## config.mk

```make
export PLATFORM = sky130hd
export DESIGN_NAME = wifi_qr_payload_parser_core
export DESIGN_NICKNAME = d
export VERILOG_FILES = /design/src/design/wqp_pkg.sv /design/src/design/wqp_classify.sv /design/src/design/wqp_fifo.sv /design/src/design/wqp_engine.sv /design/src/design/wifi_qr_payload_parser_core.sv
export VERILOG_INCLUDE_DIRS = /design/src /design/src/design
export SDC_FILE = /design/constraint.sdc
export NUM_CORES = 1
export LEC_CHECK = 0
export BUFFER_PORTS_ARGS = -buffer_cell sky130_fd_sc_hd__buf_2
export CORE_MARGIN = 1.5
export CORE_UTILIZATION = 55
export CTS_BUF_LIST = sky130_fd_sc_hd__clkbuf_4
export DETAILED_ROUTE_END_ITERATION = 12
export PLACE_DENSITY = 0.83
export SYNTH_ARGS = -nofsm -noshare
export SYNTH_HDL_FRONTEND = slang
export SYNTH_SLANG_ARGS = --single-unit
```

## constraint.sdc

```tcl
create_clock -name clk -period 3.93 [get_ports clk]
set_clock_uncertainty 0.05 [all_clocks]
set_input_delay 0.9825 -clock clk [delete_from_list [all_inputs] [get_ports clk]]
set_output_delay 0.9825 -clock clk [all_outputs]
set_load 0.02 [all_outputs]
```

## src/design/wifi_qr_payload_parser_core_macros.svh

```systemverilog
// ----------------------------------------------------------------------------
// wifi qr payload parser assertion macros
// concurrent checks used by the parser core, compiled out with NO_ASSERTIONS
// ----------------------------------------------------------------------------
`ifndef WIFI_QR_PAYLOAD_PARSER_CORE_MACROS_SVH
`define WIFI_QR_PAYLOAD_PARSER_CORE_MACROS_SVH

`ifndef NO_ASSERTIONS

// condition implies consequence in the same cycle
`define WQP_ASSERT_SAME(label, clk, rst, cond, cons, msg) \
  label: assert property (@(posedge clk) disable iff (rst) (cond) |-> (cons)) \
    else $error(msg);

// condition implies consequence in the following cycle
`define WQP_ASSERT_NEXT(label, clk, rst, cond, cons, msg) \
  label: assert property (@(posedge clk) disable iff (rst) (cond) |=> (cons)) \
    else $error(msg);

`else

`define WQP_ASSERT_SAME(label, clk, rst, cond, cons, msg)
`define WQP_ASSERT_NEXT(label, clk, rst, cond, cons, msg)

`endif

`endif

```

## src/design/wqp_pkg.sv

```systemverilog
// ----------------------------------------------------------------------------
// wqp_pkg
// shared types, codes and keyword tables of the wifi qr payload parser
// ----------------------------------------------------------------------------
`default_nettype none

package wqp_pkg;

  localparam int SSID_MAX_DEFAULT    = 32;
  localparam int PASS_MAX_DEFAULT    = 64;
  localparam int QUEUE_DEPTH_DEFAULT = 2;
  localparam int KEYWORD_MAX         = 6;
  localparam int PREFIX_LEN          = 5;
  localparam int KW_COUNT            = 5;

  localparam logic [7:0] CH_SEMI   = 8'h3B;
  localparam logic [7:0] CH_BSLASH = 8'h5C;
  localparam logic [7:0] CH_COLON  = 8'h3A;
  localparam logic [7:0] CH_S      = 8'h53;
  localparam logic [7:0] CH_T      = 8'h54;
  localparam logic [7:0] CH_P      = 8'h50;
  localparam logic [7:0] CH_H      = 8'h48;

  localparam logic [1:0] KIND_SSID    = 2'd0;
  localparam logic [1:0] KIND_PASS    = 2'd1;
  localparam logic [1:0] KIND_SUMMARY = 2'd2;

  localparam logic [1:0] SEC_OPEN = 2'd0;
  localparam logic [1:0] SEC_WEP  = 2'd1;
  localparam logic [1:0] SEC_WPA  = 2'd2;

  localparam logic [2:0] ST_OK          = 3'd0;
  localparam logic [2:0] ST_NOT_WIFI    = 3'd1;
  localparam logic [2:0] ST_BAD_TYPE    = 3'd2;
  localparam logic [2:0] ST_BAD_HIDDEN  = 3'd3;
  localparam logic [2:0] ST_UNKNOWN_TAG = 3'd4;
  localparam logic [2:0] ST_TOO_LONG    = 3'd5;
  localparam logic [2:0] ST_TRUNCATED   = 3'd6;

  // keyword slots: 0 WPA, 1 WEP, 2 nopass, 3 true, 4 false
  localparam logic [2:0] KW_WPA    = 3'd0;
  localparam logic [2:0] KW_WEP    = 3'd1;
  localparam logic [2:0] KW_NOPASS = 3'd2;
  localparam logic [2:0] KW_TRUE   = 3'd3;
  localparam logic [2:0] KW_FALSE  = 3'd4;

  localparam logic [KW_COUNT-1:0] KW_ALL        = '1;
  localparam logic [KW_COUNT-1:0] KW_TYPE_GROUP = 5'b00111;
  localparam logic [KW_COUNT-1:0] KW_HID_GROUP  = 5'b11000;

  localparam logic [0:PREFIX_LEN-1][7:0] PREFIX_TEXT = "WIFI:";

  localparam logic [0:KW_COUNT-1][0:KEYWORD_MAX-1][7:0] KW_TEXT =
    {"WPA", 24'h0, "WEP", 24'h0, "nopass", "true", 16'h0, "false", 8'h0};

  localparam logic [0:KW_COUNT-1][6:0] KW_LEN = {7'd3, 7'd3, 7'd6, 7'd4, 7'd5};

  typedef enum logic [2:0] {
    PH_PREFIX,
    PH_TAG,
    PH_COLON,
    PH_VALUE,
    PH_ERROR
  } phase_t;

  typedef enum logic [1:0] {
    TAG_S,
    TAG_T,
    TAG_P,
    TAG_H
  } tag_t;

  // one classified payload byte as it sits in the queue
  typedef struct packed {
    logic [7:0] data;
    logic       last;
    logic       is_semi;
    logic       is_bslash;
    logic       is_colon;
    logic       tag_ok;
    tag_t       tag;
  } class_t;

  typedef struct packed {
    logic full;
    logic empty;
  } fifo_stat_t;

  typedef struct packed {
    logic [1:0] record_kind;
    logic [7:0] char_value;
    logic [5:0] char_pos;
    logic [1:0] security_kind;
    logic       hidden_net;
    logic [5:0] ssid_count;
    logic [6:0] pass_count;
    logic [2:0] status_code;
    logic       run_end;
  } result_t;

  function automatic logic [7:0] kw_char(input logic [2:0] k, input logic [2:0] pos);
    logic [7:0] ch;
    ch = 8'h00;
    if (pos < 3'(KEYWORD_MAX) && k < 3'(KW_COUNT)) begin
      ch = KW_TEXT[k][pos];
    end
    return ch;
  endfunction

endpackage

`default_nettype wire

```

## src/design/wqp_classify.sv

```systemverilog
// ----------------------------------------------------------------------------
// wqp_classify
// front end decode of one payload byte into the flags the parser needs
// ----------------------------------------------------------------------------
`default_nettype none

module wqp_classify (
  input  wire logic [7:0]     data_byte,
  input  wire logic           last_byte,
  output wqp_pkg::class_t     item
);

  always_comb begin
    item           = '0;
    item.data      = data_byte;
    item.last      = last_byte;
    item.is_semi   = (data_byte == wqp_pkg::CH_SEMI);
    item.is_bslash = (data_byte == wqp_pkg::CH_BSLASH);
    item.is_colon  = (data_byte == wqp_pkg::CH_COLON);
    item.tag_ok    = 1'b1;
    case (data_byte)
      wqp_pkg::CH_S: item.tag = wqp_pkg::TAG_S;
      wqp_pkg::CH_T: item.tag = wqp_pkg::TAG_T;
      wqp_pkg::CH_P: item.tag = wqp_pkg::TAG_P;
      wqp_pkg::CH_H: item.tag = wqp_pkg::TAG_H;
      default: begin
        item.tag    = wqp_pkg::TAG_S;
        item.tag_ok = 1'b0;
      end
    endcase
  end

endmodule

`default_nettype wire

```

## src/design/wqp_fifo.sv

```systemverilog
// ----------------------------------------------------------------------------
// wqp_fifo
// short queue of classified bytes between the front end and the parser
// ----------------------------------------------------------------------------
`default_nettype none

module wqp_fifo #(
  parameter int DEPTH = wqp_pkg::QUEUE_DEPTH_DEFAULT
) (
  input  wire logic             clk,
  input  wire logic             rst,
  input  wire logic             push,
  input  wire wqp_pkg::class_t  push_item,
  input  wire logic             pop,
  output wqp_pkg::class_t       head,
  output wqp_pkg::fifo_stat_t   stat
);

  localparam int PW = (DEPTH > 1) ? $clog2(DEPTH) : 1;
  localparam int CW = $clog2(DEPTH + 1);

  wqp_pkg::class_t mem [DEPTH];

  logic [PW-1:0] wr_ptr;
  logic [PW-1:0] rd_ptr;
  logic [CW-1:0] count;
  logic [CW-1:0] count_next;

  always_comb begin
    count_next = count;
    if (push && !pop) begin
      count_next = count + CW'(1);
    end else if (pop && !push) begin
      count_next = count - CW'(1);
    end
  end

  always_ff @(posedge clk) begin
    if (rst) begin
      wr_ptr <= '0;
      rd_ptr <= '0;
      count  <= '0;
    end else begin
      count <= count_next;
      if (push) begin
        wr_ptr <= (wr_ptr == PW'(DEPTH - 1)) ? '0 : wr_ptr + PW'(1);
      end
      if (pop) begin
        rd_ptr <= (rd_ptr == PW'(DEPTH - 1)) ? '0 : rd_ptr + PW'(1);
      end
    end
  end

  always_ff @(posedge clk) begin
    if (push) begin
      mem[wr_ptr] <= push_item;
    end
  end

  assign head       = mem[rd_ptr];
  assign stat.full  = (count == CW'(DEPTH));
  assign stat.empty = (count == '0);

endmodule

`default_nettype wire

```

## src/design/wqp_engine.sv

```systemverilog
// ----------------------------------------------------------------------------
// wqp_engine
// back end parser: prefix check, tag fields, unescaping and the summary record
// ----------------------------------------------------------------------------
`default_nettype none

module wqp_engine #(
  parameter int SSID_MAX = wqp_pkg::SSID_MAX_DEFAULT,
  parameter int PASS_MAX = wqp_pkg::PASS_MAX_DEFAULT
) (
  input  wire logic             clk,
  input  wire logic             rst,
  input  wire wqp_pkg::class_t  item,
  input  wire logic             item_avail,
  output logic                  pop,
  output logic                  record_valid,
  input  wire logic             record_stall,
  output wqp_pkg::result_t      record
);

  wqp_pkg::phase_t phase, phase_next;
  wqp_pkg::tag_t   current_tag, current_tag_next;
  logic [2:0]      prefix_pos, prefix_pos_next;
  logic            escape_pending, escape_pending_next;
  logic [6:0]      value_pos, value_pos_next;
  logic [wqp_pkg::KW_COUNT-1:0] candidates, candidates_next;
  logic [1:0]      security_reg, security_reg_next;
  logic            hidden_reg, hidden_reg_next;
  logic [5:0]      ssid_len_reg, ssid_len_reg_next;
  logic [6:0]      pass_len_reg, pass_len_reg_next;
  logic [2:0]      error_reg, error_reg_next;

  wqp_pkg::result_t res_next;
  logic             res_valid;

  // shared decode of the current byte against the state
  logic                         sp_tag;
  logic                         emit_char;
  logic                         over_lim;
  logic                         prefix_hit;
  logic [wqp_pkg::KW_COUNT-1:0] kw_group;
  logic [wqp_pkg::KW_COUNT-1:0] kw_hit;
  logic [wqp_pkg::KW_COUNT-1:0] kw_miss;
  logic [2:0]                   close_err;
  logic [1:0]                   sec_close;
  logic                         hid_close;
  logic                         sum_close;
  logic [2:0]                   sum_status;

  assign pop = item_avail && (!record_valid || !record_stall);

  always_comb begin
    sp_tag     = (current_tag == wqp_pkg::TAG_S) || (current_tag == wqp_pkg::TAG_P);
    emit_char  = escape_pending || (!item.is_bslash && !item.is_semi);
    over_lim   = (current_tag == wqp_pkg::TAG_S) ? (value_pos >= 7'(SSID_MAX))
                                                 : (value_pos >= 7'(PASS_MAX));
    prefix_hit = (prefix_pos < 3'(wqp_pkg::PREFIX_LEN)) &&
                 (item.data == wqp_pkg::PREFIX_TEXT[prefix_pos]);
    kw_group   = (current_tag == wqp_pkg::TAG_T) ? wqp_pkg::KW_TYPE_GROUP
                                                 : wqp_pkg::KW_HID_GROUP;
    for (int k = 0; k < wqp_pkg::KW_COUNT; k++) begin
      kw_hit[k]  = kw_group[k] && candidates[k] && (value_pos == wqp_pkg::KW_LEN[k]);
      kw_miss[k] = (value_pos >= wqp_pkg::KW_LEN[k]) ||
                   (wqp_pkg::kw_char(3'(k), value_pos[2:0]) != item.data);
    end
    close_err = wqp_pkg::ST_OK;
    if (!sp_tag && kw_hit == '0) begin
      close_err = (current_tag == wqp_pkg::TAG_T) ? wqp_pkg::ST_BAD_TYPE
                                                  : wqp_pkg::ST_BAD_HIDDEN;
    end
    sec_close = security_reg;
    if (kw_hit[wqp_pkg::KW_WPA]) begin
      sec_close = wqp_pkg::SEC_WPA;
    end else if (kw_hit[wqp_pkg::KW_WEP]) begin
      sec_close = wqp_pkg::SEC_WEP;
    end else if (kw_hit[wqp_pkg::KW_NOPASS]) begin
      sec_close = wqp_pkg::SEC_OPEN;
    end
    hid_close = hidden_reg;
    if (kw_hit[wqp_pkg::KW_TRUE]) begin
      hid_close = 1'b1;
    end else if (kw_hit[wqp_pkg::KW_FALSE]) begin
      hid_close = 1'b0;
    end
    // summary on a final byte
    sum_close = 1'b0;
    if (error_reg != wqp_pkg::ST_OK) begin
      sum_status = error_reg;
    end else if (phase == wqp_pkg::PH_PREFIX) begin
      sum_status = wqp_pkg::ST_NOT_WIFI;
    end else if (!item.is_semi) begin
      sum_status = wqp_pkg::ST_TRUNCATED;
    end else if (phase == wqp_pkg::PH_TAG) begin
      sum_status = wqp_pkg::ST_OK;
    end else if (phase == wqp_pkg::PH_VALUE && !escape_pending) begin
      sum_status = close_err;
      sum_close  = 1'b1;
    end else begin
      sum_status = wqp_pkg::ST_TRUNCATED;
    end
  end

  // next phase
  always_comb begin
    phase_next = phase;
    if (item.last) begin
      phase_next = wqp_pkg::PH_PREFIX;
    end else begin
      case (phase)
        wqp_pkg::PH_PREFIX: begin
          if (!prefix_hit) begin
            phase_next = wqp_pkg::PH_ERROR;
          end else if (prefix_pos == 3'(wqp_pkg::PREFIX_LEN - 1)) begin
            phase_next = wqp_pkg::PH_TAG;
          end
        end
        wqp_pkg::PH_TAG: begin
          phase_next = item.tag_ok ? wqp_pkg::PH_COLON : wqp_pkg::PH_ERROR;
        end
        wqp_pkg::PH_COLON: begin
          phase_next = item.is_colon ? wqp_pkg::PH_VALUE : wqp_pkg::PH_ERROR;
        end
        wqp_pkg::PH_VALUE: begin
          if (sp_tag) begin
            if (emit_char && over_lim) begin
              phase_next = wqp_pkg::PH_ERROR;
            end else if (!escape_pending && item.is_semi) begin
              phase_next = wqp_pkg::PH_TAG;
            end
          end else if (item.is_semi) begin
            phase_next = (close_err != wqp_pkg::ST_OK) ? wqp_pkg::PH_ERROR
                                                       : wqp_pkg::PH_TAG;
          end
        end
        default: phase_next = wqp_pkg::PH_ERROR;
      endcase
    end
  end

  // datapath state and result
  always_comb begin
    current_tag_next    = current_tag;
    prefix_pos_next     = prefix_pos;
    escape_pending_next = escape_pending;
    value_pos_next      = value_pos;
    candidates_next     = candidates;
    security_reg_next   = security_reg;
    hidden_reg_next     = hidden_reg;
    ssid_len_reg_next   = ssid_len_reg;
    pass_len_reg_next   = pass_len_reg;
    error_reg_next      = error_reg;
    res_next            = '0;
    res_valid           = 1'b0;

    if (item.last) begin
      res_valid              = 1'b1;
      res_next.record_kind   = wqp_pkg::KIND_SUMMARY;
      res_next.security_kind = security_reg;
      res_next.hidden_net    = hidden_reg;
      res_next.ssid_count    = ssid_len_reg;
      res_next.pass_count    = pass_len_reg;
      res_next.status_code   = sum_status;
      res_next.run_end       = 1'b1;
      if (sum_close) begin
        case (current_tag)
          wqp_pkg::TAG_S: res_next.ssid_count = value_pos[5:0];
          wqp_pkg::TAG_P: res_next.pass_count = value_pos;
          wqp_pkg::TAG_T: res_next.security_kind = sec_close;
          wqp_pkg::TAG_H: res_next.hidden_net = hid_close;
          default: res_next.hidden_net = hidden_reg;
        endcase
      end
      current_tag_next    = wqp_pkg::TAG_S;
      prefix_pos_next     = '0;
      escape_pending_next = 1'b0;
      value_pos_next      = '0;
      candidates_next     = wqp_pkg::KW_ALL;
      security_reg_next   = wqp_pkg::SEC_OPEN;
      hidden_reg_next     = 1'b0;
      ssid_len_reg_next   = '0;
      pass_len_reg_next   = '0;
      error_reg_next      = wqp_pkg::ST_OK;
    end else begin
      case (phase)
        wqp_pkg::PH_PREFIX: begin
          if (prefix_hit) begin
            prefix_pos_next = prefix_pos + 3'd1;
          end else if (error_reg == wqp_pkg::ST_OK) begin
            error_reg_next = wqp_pkg::ST_NOT_WIFI;
          end
        end
        wqp_pkg::PH_TAG: begin
          if (item.tag_ok) begin
            current_tag_next = item.tag;
          end else if (error_reg == wqp_pkg::ST_OK) begin
            error_reg_next = wqp_pkg::ST_UNKNOWN_TAG;
          end
        end
        wqp_pkg::PH_COLON: begin
          if (item.is_colon) begin
            value_pos_next      = '0;
            escape_pending_next = 1'b0;
            candidates_next     = wqp_pkg::KW_ALL;
          end else if (error_reg == wqp_pkg::ST_OK) begin
            error_reg_next = wqp_pkg::ST_UNKNOWN_TAG;
          end
        end
        wqp_pkg::PH_VALUE: begin
          if (sp_tag) begin
            if (escape_pending) begin
              escape_pending_next = 1'b0;
            end else if (item.is_bslash) begin
              escape_pending_next = 1'b1;
            end else if (item.is_semi) begin
              if (current_tag == wqp_pkg::TAG_S) begin
                ssid_len_reg_next = value_pos[5:0];
              end else begin
                pass_len_reg_next = value_pos;
              end
            end
            if (emit_char) begin
              if (over_lim) begin
                if (error_reg == wqp_pkg::ST_OK) begin
                  error_reg_next = wqp_pkg::ST_TOO_LONG;
                end
              end else begin
                res_valid            = 1'b1;
                res_next.record_kind = (current_tag == wqp_pkg::TAG_S) ? wqp_pkg::KIND_SSID
                                                                       : wqp_pkg::KIND_PASS;
                res_next.char_value  = item.data;
                res_next.char_pos    = value_pos[5:0];
                value_pos_next       = value_pos + 7'd1;
              end
            end
          end else if (item.is_semi) begin
            if (close_err != wqp_pkg::ST_OK) begin
              if (error_reg == wqp_pkg::ST_OK) begin
                error_reg_next = close_err;
              end
            end else begin
              security_reg_next = sec_close;
              hidden_reg_next   = hid_close;
            end
          end else begin
            candidates_next = candidates & ~kw_miss;
            if (value_pos <= 7'(wqp_pkg::KEYWORD_MAX)) begin
              value_pos_next = value_pos + 7'd1;
            end
          end
        end
        default: begin
          error_reg_next = error_reg;
        end
      endcase
    end
  end

  always_ff @(posedge clk) begin
    if (rst) begin
      phase          <= wqp_pkg::PH_PREFIX;
      current_tag    <= wqp_pkg::TAG_S;
      prefix_pos     <= '0;
      escape_pending <= 1'b0;
      value_pos      <= '0;
      candidates     <= wqp_pkg::KW_ALL;
      security_reg   <= wqp_pkg::SEC_OPEN;
      hidden_reg     <= 1'b0;
      ssid_len_reg   <= '0;
      pass_len_reg   <= '0;
      error_reg      <= wqp_pkg::ST_OK;
      record_valid   <= 1'b0;
    end else if (pop) begin
      phase          <= phase_next;
      current_tag    <= current_tag_next;
      prefix_pos     <= prefix_pos_next;
      escape_pending <= escape_pending_next;
      value_pos      <= value_pos_next;
      candidates     <= candidates_next;
      security_reg   <= security_reg_next;
      hidden_reg     <= hidden_reg_next;
      ssid_len_reg   <= ssid_len_reg_next;
      pass_len_reg   <= pass_len_reg_next;
      error_reg      <= error_reg_next;
      record_valid   <= res_valid;
    end else if (!record_stall) begin
      record_valid <= 1'b0;
    end
  end

  // output payload register
  always_ff @(posedge clk) begin
    if (pop) begin
      record <= res_next;
    end
  end

endmodule

`default_nettype wire

```

## src/design/wifi_qr_payload_parser_core.sv

```systemverilog
// ----------------------------------------------------------------------------
// wifi_qr_payload_parser_core
// streaming parser for wifi qr code payloads, one byte per transfer
// ----------------------------------------------------------------------------
// Takes one payload byte per cycle while byte_stall is low, and gives at most
// one record per byte: an ssid or password character with its position, or the
// summary on the last byte. A byte is decoded on entry and written into a short
// queue (QUEUE_DEPTH entries); while the queue is not empty and no record is
// held by record_stall, the parser pulls one byte a cycle from the queue into
// its output register, so a record is offered on the cycle after its byte is
// taken. The single-step parser state update sets that rate; the queue absorbs
// bytes while a record waits on record_stall, and byte_stall rises only when
// the queue is full. No clearing pass is needed after reset.
`default_nettype none

`include "wifi_qr_payload_parser_core_macros.svh"

module wifi_qr_payload_parser_core #(
  parameter int SSID_MAX    = wqp_pkg::SSID_MAX_DEFAULT,
  parameter int PASS_MAX    = wqp_pkg::PASS_MAX_DEFAULT,
  parameter int QUEUE_DEPTH = wqp_pkg::QUEUE_DEPTH_DEFAULT
) (
  input  wire logic       clk,
  input  wire logic       rst,
  input  wire logic       byte_valid,
  output logic            byte_stall,
  input  wire logic [7:0] data_byte,
  input  wire logic       last_byte,
  output logic            record_valid,
  input  wire logic       record_stall,
  output logic [1:0]      record_kind,
  output logic [7:0]      char_value,
  output logic [5:0]      char_pos,
  output logic [1:0]      security_kind,
  output logic            hidden_net,
  output logic [5:0]      ssid_count,
  output logic [6:0]      pass_count,
  output logic [2:0]      status_code,
  output logic            run_end
);

  wqp_pkg::class_t     in_item;
  wqp_pkg::class_t     head_item;
  wqp_pkg::fifo_stat_t qstat;
  wqp_pkg::result_t    record;
  logic                push;
  logic                pop;

  wqp_classify u_classify (
    .data_byte (data_byte),
    .last_byte (last_byte),
    .item      (in_item)
  );

  assign byte_stall = qstat.full;
  assign push       = byte_valid && !qstat.full;

  wqp_fifo #(
    .DEPTH (QUEUE_DEPTH)
  ) u_fifo (
    .clk       (clk),
    .rst       (rst),
    .push      (push),
    .push_item (in_item),
    .pop       (pop),
    .head      (head_item),
    .stat      (qstat)
  );

  wqp_engine #(
    .SSID_MAX (SSID_MAX),
    .PASS_MAX (PASS_MAX)
  ) u_engine (
    .clk          (clk),
    .rst          (rst),
    .item         (head_item),
    .item_avail   (!qstat.empty),
    .pop          (pop),
    .record_valid (record_valid),
    .record_stall (record_stall),
    .record       (record)
  );

  assign record_kind   = record.record_kind;
  assign char_value    = record.char_value;
  assign char_pos      = record.char_pos;
  assign security_kind = record.security_kind;
  assign hidden_net    = record.hidden_net;
  assign ssid_count    = record.ssid_count;
  assign pass_count    = record.pass_count;
  assign status_code   = record.status_code;
  assign run_end       = record.run_end;

  `WQP_ASSERT_SAME(a_queue_flags, clk, rst, 1'b1,
                   !(qstat.full && qstat.empty), "queue full and empty")
  `WQP_ASSERT_SAME(a_pop_nonempty, clk, rst, pop, !qstat.empty, "pop from empty queue")
  `WQP_ASSERT_SAME(a_run_end_kind, clk, rst, record_valid,
                   run_end == (record_kind == wqp_pkg::KIND_SUMMARY), "run_end mismatch")
  `WQP_ASSERT_SAME(a_char_fields, clk, rst, record_valid && !run_end,
                   status_code == wqp_pkg::ST_OK && ssid_count == 6'd0 && pass_count == 7'd0,
                   "summary fields on char record")
  `WQP_ASSERT_NEXT(a_full_stalls, clk, rst, qstat.full && !pop, byte_stall, "queue overrun")

endmodule

`default_nettype wire
```

==> metrics.md <==
| Metric | Value |
|---|---|
| Outcome | `finished clean` |
| DR vias/cell | `6.16` |
| Fmax achieved | `0.298 GHz` |
| Critical Path AT | `3.74 ns` |
| Reg area | `2900 sq um` |
| Finished Cell Area | `6420 sq um` |
| Fin. max-slew vios | `0` |
| EDFF count, synth | `66` |
| Share of the synthesized area in the top cell type | `0.333` |
| Setup crit end kind | `register` |
| Post-Syn Instances | `591` |
| Final Power | `3.71 mW` |
| Fillers | `between 800 and 900` |
| Net load switching power | `~1.5 mW` |
| Unrepaired setup endpoints after global routing | `no` |
| Worst setup SP type | `register` |
| Number of I/O port buffers | `50` |
| Hold path depth | `2` |
| Routed len/inst | `between 15 and 20 microns` |
| ANT cells | `0` |
| Max reg flops | `36` |
| Die area | `11500 sq um` |
| Hold Buf Count CTS | `0` |
| Worst-skew pair later-pin latency | `around 0.48 ns` |
| Data required time at the worst endpoint | `between 4 and 5 ns` |
| Distinct cell type count after synthesis | `78` |
| Number of synthesized register bits | `112` |
| Int Power | `2.19 mW` |
| Min Tclk post-route | `around 3.4 ns` |
| Layout cells sized above 1 | `0.153` |
| Rows | `37` |
| Hold path start | `u_engine.pass_len_reg[6]` |
| Multi-input logic area | `approximately 2800 sq um` |
| CTS resizes | `0` |
| Die Ht | `107 microns` |
| CTS max path bufs | `2` |
| DR pass1 iterations | `5` |
| Gpl congestion | `0.952` |
| Most numerous cell in the Yosys netlist | `nor2_1` |
| Crit-path cells | `ha_1, nor4bb_1, a22oi_1, a21oi_1, nand3_1, or4_1, o21ai_1` |
| RR Startpoint | `u_engine.value_pos[1]` |
| Crit path max fanout | `24` |
| DR vias | `4750` |
| Num CTS Buffers | `9` |
| Synth Area per Inst | `10.1 sq um` |
| Power density over the cells | `578 nW/um^2` |
| First-pass GRT wire length | `22.4 mm` |
| Top delay family on crit path | `simple AND/OR/NAND/NOR gates` |
| Max Cap Viol | `0` |
| Initial antenna violation count | `0` |
| Comb pwr share | `0.392` |
| Worst reg2reg endpoint | `u_engine.security_reg[0]` |
| LEAKAGE | `2.41 nW` |
| Core Area | `10400 sq um` |
| Synth cell count leaders | `nor2_1, edfxtp_1, dfxtp_1` |
| Reg power frac | `0.454` |
| Max VDD drop | `0.403 mV` |
| H-tree levels | `3` |
| Detail Placement HPWL | `9.56 mm` |
| Width of the chip | `107 microns` |
| Asr flop ratio synth | `0` |
| Clock power frac | `0.155` |
| Clk sinks | `112` |
| Root buf cell | `clkbuf_4` |
| Sequential element share of the synthesized area | `0.488` |
| TritonCTS clock tree | `built` |
| Final Hold Vio Count | `0` |
| Grt total ovfl | `0` |
| Hold crit path type | `register to register` |
| Final setup fails | `0` |
| Critical path type | `register to register` |
| Largest Register | `u_engine.record` |
| Syn Nets | `618` |
| Layout area overhead | `7.93%` |
| DRT iter0 DRCs | `~330` |
| Largest net degree at the start of global routing | `between 40 and 50` |
| Crit share post-route | `0.855` |
| WL final | `13.4 mm` |
| R2R cell count | `7` |
| Post-CTS setup buffer count | `0` |
| Starting Density | `0.571` |
| Final net count | `657` |
| WP buf/inv | `0` |
| Sw Ratio | `0.410` |
| Post-DP Area | `6280 sq um` |
| Max stage delay cell, worst path | `dfxtp_1` |
| Biggest regs | `u_engine.record (36), u_fifo.mem (30)` |
| DRC violations left | `0` |
| Most common flop cell mapped by yosys | `edfxtp_1` |
| Actual slew at the worst max-slew pin | `just over 0.9 ns` |
| Worst Hold End | `u_engine.pass_len_reg[6]` |
| Total GRT Usage | `0.246` |
| Yosys warns | `0` |
| Worst R2R Setup Slack | `~0.57 ns` |
| Crit path largest cell delay | `0.96 ns` |
| Vias in the first global route | `4558` |
| Rel. slew slack | `0.385` |
| Ports | `just over 50` |
| Cell taking the most area after synthesis | `edfxtp_1` |
| Cell area after synthesis | `~6000 sq um` |
| Sum Neg Setup Slack | `0 ns` |
| Clk pin slew, worst setup/hold paths | `0.19 ns` |
| Final ANT Viol Nets | `0` |
| Synth top area cells | `edfxtp_1, dfxtp_1, nor2_1` |
[cells in the final DEF (no fill, tap or decap), drive strengths merged, types with 7 or more instances in the layout]
master	Yosys	final
and3	11	11
xor2	7	7
nand2b	15	15
ha	14	14
mux2i	31	31
clkbuf	23	9
edfxtp	66	66
nand4	7	7
and2	7	7
nor2	78	78
inv	15	18
dfxtp	46	46
nand2	33	33
o21ai	22	22
nor3	15	15
buf	8	59
a21oi	43	43
a22oi	8	8
xnor2	13	13
o211ai	11	11
nand3	24	24
[through the flow]
step	setup slack, ns	std cells	util	hold slack, ns
floorplan	0.861	591	-	0.395
global placement	0.831	755	0.603	0.405
detailed placement	0.718	755	0.603	0.409
CTS	0.706	771	0.617	0.434
global route	0.441	771	0.617	0.467
finish	0.571	771	0.617	0.434
[cells by family (layout without fill, tap and decap cells)]
family / count (synthesis) / in the layout / share of synthesized area
AO/OA/AOI/OAI: 134 / 134 / 0.152
XOR/XNOR: 20 / 20 / 0.0294
adder cells (fa/ha/maj): 14 / 14 / 0.0294
flip-flops: 112 / 112 / 0.488
buffers and inverters: 47 / 91 / 0.0370
AND/OR/NAND/NOR: 228 / 228 / 0.197
multiplexers: 36 / 36 / 0.0679
[worst min-delay path, stage by stage, from the launching register on]
cell      delay [ns]
dfxtp_1         0.35
nand2b_1        0.06
a21oi_1         0.05
[final cells by class]
class,instances,share of cell area
multi-input cells,432,0.440
inverters,16,0.00935
clock inverters,7,0.0119
flip-flops and latches,112,0.452
well taps,136,0.0265
repair buffers,59,0.0495
clock buffers,9,0.0105
[worst max-delay path by stage]
stage / startpoint / endpoint / cells past startpoint
global route: u_engine.value_pos[1] / u_engine.security_reg[0] / 7
floorplan: record_stall / u_engine.ssid_len_reg[0] / 7
global placement: u_engine.value_pos[1] / u_engine.security_reg[0] / 7
detailed placement: u_engine.value_pos[1] / u_engine.security_reg[0] / 7
CTS: u_engine.value_pos[1] / u_engine.security_reg[0] / 7
finish: u_engine.value_pos[1] / u_engine.security_reg[0] / 7
[layer usage]
layer / vias up / track usage / wire length [microns]
li1: 2270 / - / -
met1: 2218 / 0.335 / 5950
met2: 232 / 0.402 / 6320
met3: 30 / 0.0426 / 923
met4: 0 / 0.0714 / 227
met5: - / 0 / 0
[power by group through the flow]
stage	registers, mW	clock network, mW	logic [mW]
floorplan	1.86	0	0.909
detailed placement	1.71	0	1.45
finish	1.68	0.574	1.45
global route	1.71	0.626	1.58
global placement	1.70	0	1.42
CTS	1.68	0.576	1.45
(Power assumes the default switching activity.)
